===== config.mk =====
export PLATFORM = sky130hd
export DESIGN_NAME = pfpa_ctrl
export DESIGN_NICKNAME = d
export VERILOG_FILES = /design/src/design/pfpa_pkg.sv /design/src/design/pfpa_ctrl.sv
export SDC_FILE = /design/constraint.sdc
export NUM_CORES = 1
export LEC_CHECK = 0
export BUFFER_PORTS_ARGS = -buffer_cell sky130_fd_sc_hd__buf_2
export CORE_AREA = 2 2 39 41
export CTS_CLUSTER_SIZE = 12
export DETAILED_ROUTE_END_ITERATION = 10
export DIE_AREA = 0 0 41 43
export SLEW_MARGIN = 20
export SYNTH_ARGS = -nofsm -noshare
export SYNTH_HDL_FRONTEND = slang
export SYNTH_SLANG_ARGS = --single-unit

===== constraint.sdc =====
create_clock -name clk -period 2.5 [get_ports clk]
set_input_delay 0.125 -clock clk [delete_from_list [all_inputs] [get_ports clk]]
set_output_delay 0.125 -clock clk [all_outputs]
set_load 0.1 [all_outputs]

===== src/design/pfpa_pkg.sv =====
// Shared types, codes and the colour distance function of the palette framebuffer.
package pfpa_pkg;

	localparam int PALETTE_SIZE = 256;
	localparam int PAL_AW       = 8;
	localparam int DIST_W       = 11;

	typedef logic [PAL_AW-1:0] pal_idx_t;
	typedef logic [DIST_W-1:0] dist_t;
	typedef logic [6:0]        dim_t;
	typedef logic [2:0]        opcode_t;
	typedef logic [1:0]        res_sel_t;
	typedef logic [1:0]        cfg_index_t;

	localparam pal_idx_t PAL_LAST     = pal_idx_t'(PALETTE_SIZE - 1);
	localparam dist_t    NO_MATCH_YET = '1;

	localparam opcode_t OP_READ_COLOR   = 3'd0;
	localparam opcode_t OP_WRITE_COLOR  = 3'd1;
	localparam opcode_t OP_READ_RAW     = 3'd2;
	localparam opcode_t OP_WRITE_RAW    = 3'd3;
	localparam opcode_t OP_LOAD_PALETTE = 3'd4;

	localparam res_sel_t RES_ZERO    = 2'd0;
	localparam res_sel_t RES_PIXEL   = 2'd1;
	localparam res_sel_t RES_PALETTE = 2'd2;

	localparam cfg_index_t CFG_IMAGE_WIDTH  = 2'd0;
	localparam cfg_index_t CFG_IMAGE_HEIGHT = 2'd1;
	localparam cfg_index_t CFG_PALETTE_MODE = 2'd2;

	typedef struct packed {
		logic     load_item;
		logic     pix_rd;
		logic     pix_wr;
		logic     wr_best;
		logic     pal_wr;
		logic     pal_rd_pixel;
		logic     scan_init;
		logic     scan_step;
		logic     res_cap;
		res_sel_t res_sel;
		logic     out_load;
	} dp_cmd_t;

	typedef struct packed {
		opcode_t opcode;
		logic    in_bounds;
		logic    palette_mode;
		logic    scan_last;
	} dp_status_t;

	function automatic logic [7:0] absdiff8(input logic [7:0] a, input logic [7:0] b);
		return (a > b) ? (a - b) : (b - a);
	endfunction

	function automatic dist_t color_distance(input logic [31:0] c, input logic [31:0] p);
		return dist_t'(absdiff8(c[31:24], p[31:24]))
		     + (dist_t'(absdiff8(c[23:16], p[23:16])) << 1)
		     + dist_t'(absdiff8(c[15:8], p[15:8]))
		     + (dist_t'(absdiff8(c[7:0], p[7:0])) << 1);
	endfunction

endpackage


===== src/design/pfpa_ctrl.sv =====
// Controller: sequences each operation and owns the input and output handshakes.
module pfpa_ctrl
	import pfpa_pkg::*;
(
	input  logic       clk,
	input  logic       arst_n,
	input  logic       in_valid,
	output logic       in_ready,
	output logic       out_valid,
	input  logic       out_ready,
	input  dp_status_t status,
	output dp_cmd_t    cmd
);

	localparam logic [2:0] S_IDLE     = 3'd0;
	localparam logic [2:0] S_DECODE   = 3'd1;
	localparam logic [2:0] S_PIXRD    = 3'd2;
	localparam logic [2:0] S_PALRD    = 3'd3;
	localparam logic [2:0] S_SCAN     = 3'd4;
	localparam logic [2:0] S_SCAN_END = 3'd5;
	localparam logic [2:0] S_STORE    = 3'd6;
	localparam logic [2:0] S_RESULT   = 3'd7;

	logic [2:0] state_q;
	logic [2:0] state_d;
	logic       out_valid_q;

	always_comb begin
		cmd     = '0;
		state_d = state_q;
		unique case (state_q)
			S_IDLE: begin
				if (in_valid) begin
					cmd.load_item = 1'b1;
					state_d       = S_DECODE;
				end
			end
			S_DECODE: begin
				unique case (status.opcode) inside
					OP_READ_COLOR, OP_READ_RAW: begin
						cmd.pix_rd = 1'b1;
						state_d    = S_PIXRD;
					end
					OP_WRITE_RAW: begin
						cmd.pix_wr = status.in_bounds;
						state_d    = S_IDLE;
					end
					OP_WRITE_COLOR: begin
						if (status.in_bounds && status.palette_mode) begin
							cmd.scan_init = 1'b1;
							state_d       = S_SCAN;
						end else begin
							cmd.pix_wr = status.in_bounds;
							state_d    = S_IDLE;
						end
					end
					OP_LOAD_PALETTE: begin
						cmd.pal_wr = 1'b1;
						state_d    = S_IDLE;
					end
					default: state_d = S_IDLE;
				endcase
			end
			S_PIXRD: begin
				if (!status.in_bounds) begin
					cmd.res_cap = 1'b1;
					cmd.res_sel = RES_ZERO;
					state_d     = S_RESULT;
				end else if (status.opcode == OP_READ_COLOR && status.palette_mode) begin
					cmd.pal_rd_pixel = 1'b1;
					state_d          = S_PALRD;
				end else begin
					cmd.res_cap = 1'b1;
					cmd.res_sel = RES_PIXEL;
					state_d     = S_RESULT;
				end
			end
			S_PALRD: begin
				cmd.res_cap = 1'b1;
				cmd.res_sel = RES_PALETTE;
				state_d     = S_RESULT;
			end
			S_SCAN: begin
				cmd.scan_step = 1'b1;
				if (status.scan_last) begin
					state_d = S_SCAN_END;
				end
			end
			S_SCAN_END: state_d = S_STORE;
			S_STORE: begin
				cmd.pix_wr  = 1'b1;
				cmd.wr_best = 1'b1;
				state_d     = S_IDLE;
			end
			S_RESULT: begin
				if (!out_valid_q || out_ready) begin
					cmd.out_load = 1'b1;
					state_d      = S_IDLE;
				end
			end
			default: state_d = S_IDLE;
		endcase
	end

	always_ff @(posedge clk or negedge arst_n) begin
		if (!arst_n) begin
			state_q     <= S_IDLE;
			out_valid_q <= 1'b0;
		end else begin
			state_q <= state_d;
			if (cmd.out_load) begin
				out_valid_q <= 1'b1;
			end else if (out_ready) begin
				out_valid_q <= 1'b0;
			end
		end
	end

	assign in_ready  = (state_q == S_IDLE);
	assign out_valid = out_valid_q;

endmodule


==> results.md <==
- The clock net in this run drives a total of 4 sinks.
- The flow ran to the end, and the final reports show no timing, DRC or antenna violations.
- The count of yosys warnings during synthesis is 0.
- The synthesized area per cell is 7.670 µm².
- Synthesis produced a netlist whose cell count is 46.
- The cell type with the largest total area after synthesis is dfrtp_1.
- The count of nets left with antenna violations once routing finished came out at 0.
- Of the synthesized area, sequential elements account for 0.2837.
- The final design utilization is 0.3788.
- The number of nets in the synthesized netlist is 56.
- The netlist uses 23 different library cells.
- The type of the tightest min-delay check is in2reg.
- The initial core utilization is 0.2550.
- The post-cts resize count is 0.
- Synthesis inferred 4 register bits.
- The count of pins over their slew limit is 0.
- The startpoint of the worst register-to-register path is state_q[0].
- The wire length of the first global-routing pass is 1455 µm.
- The critical-path maximum fanout is 7.
- The number of diodes is 0.
- The number of setup violations in the final report is 0.
- Buffers placed on the I/O ports in this run total 23.
- The synthesis-to-layout area growth is 48.58%.
- The primary flip-flop cell chosen by synthesis mapping is dfrtp_1.
- The cell with the largest stage delay on the worst path is buf_2.
- The floorplan step defined a die boundary enclosing 0.001763 mm².
- In the post-synthesis netlist, the biggest area contributors are dfrtp_1 28%, nor2_1 8.5%, nand2b_1 7.1%.
- The worst clock skew is 0.006365 ns.
- The placer's final routability congestion estimate is 0.7039.
- Traced cell by cell, the critical path runs through nor2_1 > nand2_1 > nor4b_2 > buf_2.
- The share of Yosys cell area claimed by the top area cell type is 0.2837.
- During I/O placement, the number of pins put on the boundary was 24.
- Summed over all nets, the half-perimeter wirelength after detailed placement is 735.3 µm.
- The minimum clock period after layout is 1.829 ns.
- For this run, asynchronously set or reset flops after synthesis account for 1.000.
- The largest incremental delay on the critical path is 0.46 ns.
- The maximum number of pins on one net before global-route repair is 11.
- The floorplan step set the die height to 43 µm.
- The data arrival at the endpoint of the critical path is 1.70 ns.
- Summing every instance area after synthesis gives 352.8 µm².
- For this block, the routed nets add up to 917 µm of wire.
- Sorting the synthesized cells by how often they occur yields 8 x nor2_1, 4 x dfrtp_1, 4 x nand2b_1, 4 x nor2b_1.
- Across the run, the number of max-cap violations was 0.
- In the final layout, flip-flops and latches occupy 100.1 µm².
- In the global route stage, overall resource usage came out at 0.1197.
- Clock tree synthesis selected as its root buffer the cell clkbuf_4.
- The most frequently used cell type in the post-synthesis netlist is nor2_1.
- The measured slew at the worst slew-check pin is 0.4881 ns.
- The number of antenna violations at the first check in global routing came to 0.
- The area used by multi-input combinational logic is 249.0 µm².
- Of the available clock period, the critical path in the final layout requires 0.7316.
- The layout cell share with drive strength beyond 1 is 0.4507.
- For this block, the initial DRC count from the detailed router was 8.
- The sort of element at the start of the critical path is a flip-flop.
- The maximum clock frequency is 546.8 MHz.
- The floorplan die width is 41 µm.
- Clock-pin slew was measured on the worst setup and hold paths at 0.04 ns.
- The post-layout net count is 83.
- The floorplan has 14 rows.
- Global routing finished with a remaining overflow of 0.
- The post-detailed-route wirelength per cell is 10.54 µm.
- The start point of the critical path is state_q[1].
- The worst setup path is captured at an output port.
- The layout has 157 filler cells.
- The area of the placeable core is 0.001384 mm².
- The largest buffer count on any clock path is 2.
- TritonCTS built the clock tree.
- The via count is 410.
- The number of global-route vias before repair is 365.
- Setup repair after global routing left no endpoint under its margin.
- The total clock buffers created by CTS is 3.
- Before antenna repair, the detailed router went through 4 iterations.
- STA puts the critical path data required time at 2.38 ns.
- The count of flip-flops with a built-in enable after synthesis is 0.
- The latest clock arrival within the worst-skew pair is 0.23 ns.
- The hold violation count in the final report came to 0.
- The classification of the worst setup path is reg2out.
- The launch point of the worst hold path is out_ready.
- In this run the tightest slew margin relative to its limit is 0.6768.
- CTS built an H-tree with a depth of 1.
- The number of vias per cell after detailed routing is 4.713.
- The residual DRC count is 0.
[layout make-up]
| type | instances | area share |
|---|---|---|
| Clock buffer | 3 | 0.04296 |
| Inverter | 2 | 0.01432 |
| Multi-Input combinational cell | 38 | 0.4749 |
| Sequential cell | 4 | 0.1909 |
| Tap cell | 16 | 0.03819 |
| Timing Repair Buffer | 24 | 0.2387 |
[per-layer routing]
metal	global-route usage	up-vias	share of wire
li1	-	210	-
met5	0	-	0
met2	0.1656	19	0.42
met4	0.02000	0	0
met1	0.1618	181	0.49
met3	0.06806	0	0.094
[critical path, delay by kind of cell (launching register included)]
family / cells / cell delay [ns]
buf+inv: 1 / 0.46
flops: 1 / 0.44
simple gates: 3 / 0.57
[flip-flops by register name, indices dropped and copies added (netlist names)]
register   count
out_valid      1
state_q        3
[cell usage in the layout (no fill, tap or decap), types with 2 or more instances in the layout]
master | netlist | layout
buf_2 | 0 | 23
nor2_1 | 8 | 8
nand2b_1 | 4 | 4
nor2b_1 | 4 | 4
dfrtp_1 | 4 | 4
nand2_1 | 3 | 3
clkbuf_4 | 0 | 3
inv_1 | 2 | 2
nor3_1 | 3 | 2
and2_1 | 2 | 2
[final timing paths]
| kind | endpoint | slack [ns] | cells after the start |
|---|---|---|---|
| max in group asynchronous | state_q[1] | 2.16 | 2 |
| min | out_valid | 0.18 | 3 |
| min in group asynchronous | out_valid | 0.22 | 2 |
| max | cmd[7] | 0.67 | 4 |
| min reg2reg | out_valid | 0.52 | 2 |
| max reg2reg | state_q[2] | 1.35 | 3 |
[what timing repair did]
item | 4_1_cts | 5_1_grt
hold buffers | 1 | 0
setup buffers | 0 | 0
hold endpoints to repair | 4 | 0
[stage by stage]
| step | worst slack [ns] | instance area (µm²) | instances | TNS (ns) | hold slack (ns) |
|---|---|---|---|---|---|
| after floorplan | -0.4772 | 364.1 | 46 | -1.407 | -0.1706 |
| after global placement | 0.9234 | 491.7 | 83 | 0 | -0.06834 |
| after global routing | 0.5501 | 524.3 | 87 | 0 | 0.2071 |
| final | 0.6710 | 524.3 | 87 | 0 | 0.1808 |
| after detailed placement | 0.9023 | 491.7 | 83 | 0 | -0.06864 |
| after CTS | 0.6459 | 524.3 | 87 | 0 | 0.1763 |
[cells by family (layout without fill, tap and decap cells)]
kind of cell | count (synthesis) | count (layout) | share of synthesized area
DFF | 4 | 4 | 0.2837
AOI/OAI and AO/OA | 8 | 8 | 0.2021
and+or+nand+nor | 30 | 30 | 0.4716
buffers and inverters | 4 | 29 | 0.04257
Power is left out: the tool's default activity adds up to more than one toggle a clock period on the data nets, which glitch-free logic cannot reach.
